### src/kfg_pkg.sv
// Package for the keyframe gate: field widths, constants, sequencer opcodes.
// No dependencies.
`default_nettype none
package kfg_pkg;
	localparam int QFRAC = 14;
	localparam logic signed [15:0] QONE = 16'sd16384;

	localparam logic [1:0] REG_DIST  = 2'd0;
	localparam logic [1:0] REG_FRAME = 2'd1;
	localparam logic [1:0] REG_COS   = 2'd2;

	typedef struct packed {
		logic signed [31:0] pos_x;
		logic signed [31:0] pos_y;
		logic signed [31:0] pos_z;
		logic signed [15:0] quat_x;
		logic signed [15:0] quat_y;
		logic signed [15:0] quat_z;
		logic signed [15:0] quat_w;
	} pose_t;

	typedef struct packed {
		logic [15:0]        keyframe_index;
		logic               turn_triggered;
		logic signed [31:0] delta_x;
		logic signed [31:0] delta_y;
		logic signed [31:0] delta_z;
		logic signed [15:0] rel_x;
		logic signed [15:0] rel_y;
		logic signed [15:0] rel_z;
		logic signed [15:0] rel_w;
	} result_t;

	typedef struct packed {
		logic [1:0]  index;
		logic [31:0] data;
	} cfg_t;

	// Commands from the controller to the datapath.
	typedef struct packed {
		logic       load;
		logic       step;
		logic [4:0] op;
		logic       commit;
	} kfg_cmd_t;

	typedef struct packed {
		logic fire;
	} kfg_sts_t;

	localparam logic [4:0] OP_SQ_X  = 5'd0;
	localparam logic [4:0] OP_SQ_Y  = 5'd1;
	localparam logic [4:0] OP_SQ_Z  = 5'd2;
	localparam logic [4:0] OP_DOT_X = 5'd3;
	localparam logic [4:0] OP_DOT_Y = 5'd4;
	localparam logic [4:0] OP_DOT_Z = 5'd5;
	localparam logic [4:0] OP_DOT_W = 5'd6;
	localparam logic [4:0] OP_UYY   = 5'd7;
	localparam logic [4:0] OP_UZZ   = 5'd8;
	localparam logic [4:0] OP_UXX   = 5'd9;
	localparam logic [4:0] OP_UXY   = 5'd10;
	localparam logic [4:0] OP_WUZ   = 5'd11;
	localparam logic [4:0] OP_UXZ   = 5'd12;
	localparam logic [4:0] OP_WUY   = 5'd13;
	localparam logic [4:0] OP_UYZ   = 5'd14;
	localparam logic [4:0] OP_WUX   = 5'd15;
	localparam logic [4:0] OP_REL   = 5'd16;
	localparam logic [4:0] OP_DX0   = 5'd17;
	localparam logic [4:0] OP_DX1   = 5'd18;
	localparam logic [4:0] OP_DX2   = 5'd19;
	localparam logic [4:0] OP_DY0   = 5'd20;
	localparam logic [4:0] OP_DY1   = 5'd21;
	localparam logic [4:0] OP_DY2   = 5'd22;
	localparam logic [4:0] OP_DZ0   = 5'd23;
	localparam logic [4:0] OP_DZ1   = 5'd24;
	localparam logic [4:0] OP_DZ2   = 5'd25;
endpackage
`default_nettype wire

### src/kfg_ctrl.sv
// Sequencer for the keyframe gate: accepts a pose, steps datapath ops, hands off the result.
// Depends on kfg_pkg.
`default_nettype none
module kfg_ctrl (
	input  wire logic              clk,
	input  wire logic              arst_n,
	input  wire logic              in_valid,
	output logic                   in_ready,
	output logic                   out_valid,
	input  wire logic              out_ready,
	input  wire kfg_pkg::kfg_sts_t sts,
	output kfg_pkg::kfg_cmd_t      cmd
);
	import kfg_pkg::*;

	localparam logic [1:0] S_IDLE = 2'd0;
	localparam logic [1:0] S_RUN  = 2'd1;
	localparam logic [1:0] S_OUT  = 2'd2;

	logic [1:0] state_q;
	logic [4:0] op_q;

	assign in_ready  = (state_q == S_IDLE);
	assign out_valid = (state_q == S_OUT);

	always_comb begin
		cmd.load   = in_valid && in_ready;
		cmd.step   = (state_q == S_RUN);
		cmd.op     = op_q;
		cmd.commit = (state_q == S_RUN) && (op_q == OP_DZ2);
	end

	always_ff @(posedge clk or negedge arst_n) begin
		if (!arst_n) begin
			state_q <= S_IDLE;
			op_q <= '0;
		end else begin
			unique case (state_q)
				S_IDLE: begin
					if (in_valid) begin
						state_q <= S_RUN;
						op_q <= OP_SQ_X;
					end
				end
				S_RUN: begin
					if (op_q == OP_UYY && !sts.fire) state_q <= S_IDLE;
					else if (op_q == OP_DZ2) state_q <= S_OUT;
					else op_q <= op_q + 5'd1;
				end
				S_OUT: if (out_ready) state_q <= S_IDLE;
				default: state_q <= S_IDLE;
			endcase
		end
	end
endmodule
`default_nettype wire
### config.mk
export PLATFORM = sky130hd
export DESIGN_NAME = kfg_ctrl
export DESIGN_NICKNAME = d
export VERILOG_FILES = /design/src/kfg_pkg.sv /design/src/kfg_ctrl.sv
export SDC_FILE = /design/constraint.sdc
export NUM_CORES = 1
export LEC_CHECK = 0
export BUFFER_PORTS_ARGS = -buffer_cell sky130_fd_sc_hd__buf_2
export CORE_AREA = 2 2 39 41
export CTS_CLUSTER_DIAMETER = 40
export CTS_CLUSTER_SIZE = 40
export DETAILED_ROUTE_END_ITERATION = 10
export DIE_AREA = 0 0 41 43
export PLACE_DENSITY = 0.5
export SKIP_CTS_REPAIR_TIMING = 1
export SYNTH_ARGS = -nofsm -noshare
export SYNTH_HDL_FRONTEND = slang
export SYNTH_SLANG_ARGS = --single-unit
### constraint.sdc
create_clock -name clk -period 2.9 [get_ports clk]
set_clock_uncertainty 0.2 [all_clocks]
set_input_delay 0.58 -clock clk [delete_from_list [all_inputs] [get_ports clk]]
set_output_delay 0.58 -clock clk [all_outputs]
set_load 0.05 [all_outputs]
==> metrics.md, run 1 <==
| Metric | Value |
|---|---|
| Worst Path Required | ~2.1 ns |
| DIE AREA | between 0.0015 and 0.002 mm^2 |
| Vias | approximately 350 |
| Fin util | 0.380 |
| Number of buffers added by the clock tree synthesis step | 3 |
| Crit path time final | ~2.4 ns |
| Cell chosen for the clock root | sky130_fd_sc_hd__clkbuf_4 |
| Final-stage net count | 66 |
| Routability congestion estimate from global placement | about 0.73 |
| Number of antenna repair diodes | 0 |
| Data arrival time of the critical path | approximately 1.7 ns |
| Achievable Freq | a little over 400 MHz |
| Fin. max-slew vios | 0 |
| Clock latency on the worst-skew pair | 0.24 ns |
| Maximum number of pins on one net before global-route repair | 9 |
| Worst slew pin tran | roughly 0.42 ns |
| Total core area | between 0.001 and 0.0015 mm^2 |
| Final number of hold-violating endpoints | 0 |
| Post-route DRC | 0 |
| Avg Cell Area, Syn | 10.1 um^2 |
| Routed wire length | 875 um |
| DIE HEIGHT | 43 um |
| Worst max-slew margin expressed relative to the limit | 0.717 |
| Type of origin of the critical path | flop |
| Commonest non-fill, non-tap cells in the layout | 14 x sky130_fd_sc_hd__buf_2, 7 x sky130_fd_sc_hd__dfrtp_1, 6 x sky130_fd_sc_hd__nand2_1 |
| Status | finished clean |
| Worst r2r dst | op_q[3] |
| Initial DRC count | 5 |
| Max-cap viol count | 0 |
| Global-route usage over all layers | 0.109 |
| Synthesis Warnings | 0 |
| Worst setup path class | reg2out |
| Routed length per instance | 11.8 um |
| CTS HTree Levels | 1 |
| Area growth syn-to-layout | 33.3% |
| Wire length of the first global-routing pass | 1.26 mm |
| TritonCTS clock tree | done |
| Leading cell type in the layout, fill and taps excluded | sky130_fd_sc_hd__buf_2 |
| FF-to-FF setup slack | slightly above 1 ns |
| Initial antenna violation count | 0 |
| Clock sinks | 7 |
| Largest fanout on the critical path | 5 |
| Final setup fails | 0 |
| Starting density of the core | 0.285 |
| Worst setup path startpoint | op_q[1] |
| Cell row count | 14 |
| Io pins | 15 |
| Hold WS | roughly 0.37 ns |
| Post-Place Cell Area | slightly below 500 um^2 |
| Fin area | roughly 530 um^2 |
| Summed negative setup slack over all endpoints | 0 ns |
| Count of buffers inserted at the top-level ports | 14 |
| Die width | 41 um |
| Vias in the first global route | 276 |
| Clock Pin Slew Worst Setup and Hold Paths | 0.05 ns |
| Sequential cell area fraction in the yosys report | 0.444 |
| Unique masters post-synth | 21 |
| Overall overflow remaining after global route | 0 |
| Antenna-violating nets left | 0 |
| Number of cells on the worst reg-to-reg path | 4 |
| Final worst-path cycle share | 0.838 |
| Kind of path behind the tightest hold check | reg2reg |
| Fraction of layout instances using a drive strength above 1 | 0.362 |
| Routed vias/inst | roughly 4.8 |
| Area of the mapped netlist | 394 um^2 |
| First-pass DRT Iterations | 2 |
| End of the critical path | cmd[0] |
| Post-synthesis cell count | 39 |
| Crit. End Element | output pin |
| Unrepaired setup endpoints after global routing | no |
| Source of the worst register-to-register timing path | op_q[3] |
| Source of the worst hold timing path | op_q[4] |
| Mapped Nets | 46 |
| Maximum clock insertion buffer count | 2 |
| Post-synthesis sequential element count | 7 |
-- metrics by stage --
| step | setup WS [ns] | std cells |
|---|---|---|
| 5_1_grt | 0.295 | 74 |
| 2_1_floorplan | 0.264 | 39 |
| 3_5_place_dp | 0.774 | 69 |
| 4_1_cts | 0.504 | 73 |
| 6_report | 0.468 | 74 |
| 3_3_place_gp | 0.790 | 69 |
-- synth_stat cells --
library cell,number,area [um^2]
sky130_fd_sc_hd__a311o_1,1,10.0
sky130_fd_sc_hd__ha_1,2,25.0
sky130_fd_sc_hd__dfrtp_1,7,175
sky130_fd_sc_hd__nor3_1,1,5.00
sky130_fd_sc_hd__nand3_1,3,15.0
sky130_fd_sc_hd__nand2_1,6,22.5
sky130_fd_sc_hd__or3_4,1,11.3
sky130_fd_sc_hd__inv_1,3,11.3
sky130_fd_sc_hd__mux2_2,1,11.3
sky130_fd_sc_hd__o211ai_4,1,21.3
sky130_fd_sc_hd__o21ai_1,1,5.00
sky130_fd_sc_hd__a32o_1,1,10.0
sky130_fd_sc_hd__o21ai_0,1,5.00
sky130_fd_sc_hd__nor2_1,2,7.51
sky130_fd_sc_hd__nor2b_1,2,12.5
sky130_fd_sc_hd__a21o_1,1,7.51
sky130_fd_sc_hd__nand4b_1,1,8.76
sky130_fd_sc_hd__mux2i_1,1,10.0
sky130_fd_sc_hd__nand4_1,1,6.26
sky130_fd_sc_hd__nor3b_1,1,7.51
sky130_fd_sc_hd__a31oi_1,1,6.26
-- worst min-delay path by stage --
stage                             to  slack (ns)  cells after the start
final                        op_q[4]        0.37                      1
after global routing         op_q[4]        0.40                      1
after CTS                 state_q[0]       -0.04                      1
after detailed placement     op_q[4]        0.23                      1
after global placement    state_q[1]        0.23                      1
after floorplan              op_q[0]        0.08                      0
-- kinds of logic after synthesis --
logic type | share of synthesized area
simple gates | 0.244
compound gates | 0.165
flops | 0.444
buf+inv | 0.0286
mux | 0.0540
fa+ha+maj | 0.0635
-- critical path, stage by stage, from the launching register on --
cell	delay [ns]
sky130_fd_sc_hd__dfrtp_1	0.42
sky130_fd_sc_hd__inv_1	0.07
sky130_fd_sc_hd__ha_1	0.16
sky130_fd_sc_hd__nand4b_1	0.19
sky130_fd_sc_hd__nor3b_2	0.25
sky130_fd_sc_hd__buf_2	0.31
-- final cells by class --
class | count | area (um^2)
Clock buffer | 4 | 26.3
Multi-Input combinational cell | 29 | 213
Tap cell | 16 | 20.0
Sequential cell | 7 | 175
Inverter | 3 | 11.3
Fill cell | 141 | 858
Timing Repair Buffer | 15 | 80.1
-- registers in the layout, indices dropped and copies added, names as in the netlist --
name,count
op_q,5
state_q,2
-- routing by layer --
metal,vias to the layer above,global-route usage,share of wire
met5,-,0,0
met4,0,0.0200,0.0046
met3,2,0.0628,0.046
met2,9,0.128,0.42
met1,162,0.171,0.53
li1,180,-,-
Power of run 1 is not shown: default switching activity piles up to over one toggle a cycle in this logic, so the estimate is an artifact.
==> inputs of run 2 (changes only) <==
Settings changed: ABC_AREA set to 1, PLACE_DENSITY 0.5 to 0.56.
Clock period 2.9 ns to 2.4 ns, I/O delays scaled along.
==> run 2 against run 1 <==
Net effect:
- routed wire length rose by 8.2%
- area after synthesis is 19% higher
- sequential share of layout area shrank 4.1 points
- worst setup slack got worse by 0.17 ns
- via count is 16% higher
- die area stayed put
- critical path type unchanged
- largest cell class unchanged
==> metrics.md, run 2 <==
| Metric | Value |
|---|---|
| Post-route DRC | 0 (unchanged) |
| Biggest area consumer among synthesized cells | sky130_fd_sc_hd__dfrtp_1 |
| Maximum clock insertion buffer count | 2 (unchanged) |
| Routed length per instance | 10.4 um (-12%) |
| Vias | 410 (+16%) |
| Area of the mapped netlist | 468 um^2 (+19%) |
| Vias in the first global route | 391 (+42%) |
| Clock Pin Slew Worst Setup and Hold Paths | 0.05 ns (about the same) |
| IR drop worst, VDD | between 500 and 600 uV |
| Overall overflow remaining after global route | 0 (unchanged) |
| Fraction of layout instances using a drive strength above 1 | 0.440 (+0.0779) |
| Die width | 41 um (unchanged) |
| Area growth syn-to-layout | 28.1% |
| Number of antenna repair diodes | 0 (unchanged) |
| Kind of path behind the tightest hold check | in2reg |
| Largest fanout on the critical path | 7 (+2) |
| Mapped Nets | 63 (+37%) |
| Most numerous cell on the critical path | sky130_fd_sc_hd__inv_1 |
| Worst setup path class | reg2out |
| Type of origin of the critical path | flop |
| Crit path time final | 2.11 ns |
| Worst slew pin tran | 0.269 ns (-0.155 ns) |
| Crit. End Element | output pin |
| Clock sinks | 7 (unchanged) |
| Count of buffers inserted at the top-level ports | 14 (unchanged) |
| Commonest non-fill, non-tap cells in the layout | 14 x sky130_fd_sc_hd__buf_2, 10 x sky130_fd_sc_hd__nand3_1, 8 x sky130_fd_sc_hd__nand2_1, 7 x sky130_fd_sc_hd__dfrtp_1, 6 x sky130_fd_sc_hd__inv_1 |
| Static leakage | between 0.3 and 0.4 nW |
| Dominant register cell in the synthesized netlist | sky130_fd_sc_hd__dfrtp_1 |
| Routed wire length | 947 um (+8.2%) |
| Initial antenna violation count | 0 (unchanged) |
| Unrepaired setup endpoints after global routing | no |
| Post-synthesis sequential element count | 7 (unchanged) |
| Synthesis Warnings | 0 (unchanged) |
| Leading cell type in the layout, fill and taps excluded | sky130_fd_sc_hd__buf_2 |
| Number of flip-flops in the largest register | 5 (unchanged) |
| Wire length of the first global-routing pass | 1.68 mm (+34%) |
| First-pass DRT Iterations | 4 (+2) |
| Multi-input combinational cell area | 260 um^2 (+22%) |
| Async set or reset register ratio after synthesis | 1.00 (unchanged) |
| Pwr dens | approximately 1600 mW/mm^2 |
| Final-stage net count | 83 (+26%) |
| Avg Cell Area, Syn | 8.36 um^2 (-17%) |
| Unique masters post-synth | 18 (-14%) |
| Final worst-path cycle share | 0.877 |
| Sequential cell area fraction in the yosys report | 0.374 (-0.0701) |
| Final setup fails | 0 (unchanged) |
| Routability congestion estimate from global placement | 0.734 (+0.40%) |
| Commonest cells in the netlist | 10 x sky130_fd_sc_hd__nand3_1, 8 x sky130_fd_sc_hd__nand2_1, 7 x sky130_fd_sc_hd__dfrtp_1 |
| Cell chosen for the clock root | sky130_fd_sc_hd__clkbuf_4 |
| Highest-delay cell along the critical path | sky130_fd_sc_hd__dfrtp_1 |
| Worst Path Required | 1.72 ns (-0.40 ns) |
| DIE AREA | 0.00176 mm^2 (unchanged) |
| Number of buffers added by the clock tree synthesis step | 3 (unchanged) |
| CTS HTree Levels | 1 (unchanged) |
| Post-synthesis cell count | 56 (+44%) |
| Register area | 175 um^2 (unchanged) |
| Status | finished clean |
| Routed vias/inst | 4.51 (-5.6%) |
| Io pins | 15 (unchanged) |
| DIE HEIGHT | 43 um (unchanged) |
| Initial DRC count | 4 (-1) |
| Starting density of the core | 0.338 (+0.0533) |
| Share of Yosys cell area claimed by the top area cell type | 0.374 (-0.0701) |
| Summed negative setup slack over all endpoints | 0 ns (unchanged) |
| Total core area | 0.00138 mm^2 (unchanged) |
| Global-route usage over all layers | 0.144 (+0.0353) |
| Hold WS | 0.238 ns (-0.132 ns) |
| Antenna-violating nets left | 0 (unchanged) |
| Largest regs | op_q x5, state_q x2 |
| Kind of cell adding the most delay to the critical path | buffers and inverters |
| Register ranked first by flip-flop count | op_q |
| Final number of hold-violating endpoints | 0 (unchanged) |
| Clock latency on the worst-skew pair | 0.25 ns (about the same) |
| Fill count | 158 (+12%) |
| Achievable Freq | 475 MHz |
| Data arrival time of the critical path | 1.43 ns (-0.22 ns) |
| Leading cell type by number of instances after synthesis | sky130_fd_sc_hd__nand3_1 |
| Fin. max-slew vios | 0 (unchanged) |
| Leading post-synthesis cells by cell area | sky130_fd_sc_hd__dfrtp_1 37%, sky130_fd_sc_hd__nand3_1 11%, sky130_fd_sc_hd__nand3_4 7.5%, sky130_fd_sc_hd__nand2_1 6.4%, sky130_fd_sc_hd__ha_1 5.3% |
| Max-cap viol count | 0 (unchanged) |
| Worst max-slew margin expressed relative to the limit | 0.819 (+0.102) |
| Crit-path cells | inv_1 -> ha_1 -> nand2_1 -> inv_1 -> nand2_4 -> nor2_2 -> buf_2 |
| Detail Placement HPWL | slightly below 800 um |
| TritonCTS clock tree | done |
| Count of buffering cells on the critical path with inverters included | 3 (+1) |
| FF-to-FF setup slack | 0.92 ns (-0.11 ns) |
| Number of flops mapped to enable cells by yosys | 0 (unchanged) |
| Maximum number of pins on one net before global-route repair | 8 (-1) |
| Worst path max stage delay | 0.41 ns (about the same) |
| Cell row count | 14 (unchanged) |
run 2: changes by cell type after synthesis, moves of 3 or more:
cell,previous run,this run
sky130_fd_sc_hd__nand2_2,0,3
sky130_fd_sc_hd__inv_1,3,6
sky130_fd_sc_hd__inv_2,0,4
sky130_fd_sc_hd__nand3_1,3,10
run 2: path summary, 6_finish.rpt:
kind | startpoint | endpoint | depth (start not counted)
min in group asynchronous | arst_n | state_q[0] | 2
hold reg to reg | op_q[3] | op_q[3] | 2
setup reg to reg | op_q[0] | op_q[0] | 7
setup / recovery | op_q[1] | cmd[0] | 7
hold / removal | out_ready | state_q[1] | 2
max in group asynchronous | arst_n | op_q[3] | 2
run 2: layout make-up:
cell class                 count  area share
clock buffer                   4      0.0438
inverter                      10      0.0626
multi-input combinational     39       0.434
sequential                     7       0.292
tap                           16      0.0334
timing repair buffer          15       0.134
run 2: cell families after synthesis:
logic type               after synthesis  synth area share
AND/OR/NAND/NOR                       34             0.449
XOR/XNOR                               1            0.0187
buffers and inverters                 10            0.0802
adder cells (fa/ha/maj)                2            0.0535
AO/OA/AOI/OAI                          2            0.0241
flip-flops                             7             0.374
run 2: routing by layer:
layer | vias to the layer above | global-route usage | share of wire
li1 | 213 | - | -
met1 | 182 | 0.217 | 0.48
met2 | 10 | 0.175 | 0.46
met3 | 5 | 0.0314 | 0.038
met4 | 0 | 0.100 | 0.031
met5 | - | 0 | 0
run 2: through the flow:
stage	power (mW)	setup WS, ns	utilization	area [um^2]	std cells
2_1_floorplan	0.727	0.150	-	473	56
3_3_place_gp	0.860	0.561	0.407	563	86
3_5_place_dp	0.864	0.537	0.407	563	86
4_1_cts	0.974	0.265	0.426	589	90
5_1_grt	1.05	0.170	0.433	599	91
6_report	0.957	0.295	0.433	599	91
run 2: report_power, final:
| group | internal (mW) | switching (mW) |
|---|---|---|
| Clock | 0.0633 | 0.0408 |
| Combinational | 0.172 | 0.444 |
| Sequential | 0.170 | 0.0667 |
Note: power is estimated with default switching activity, not from simulation.
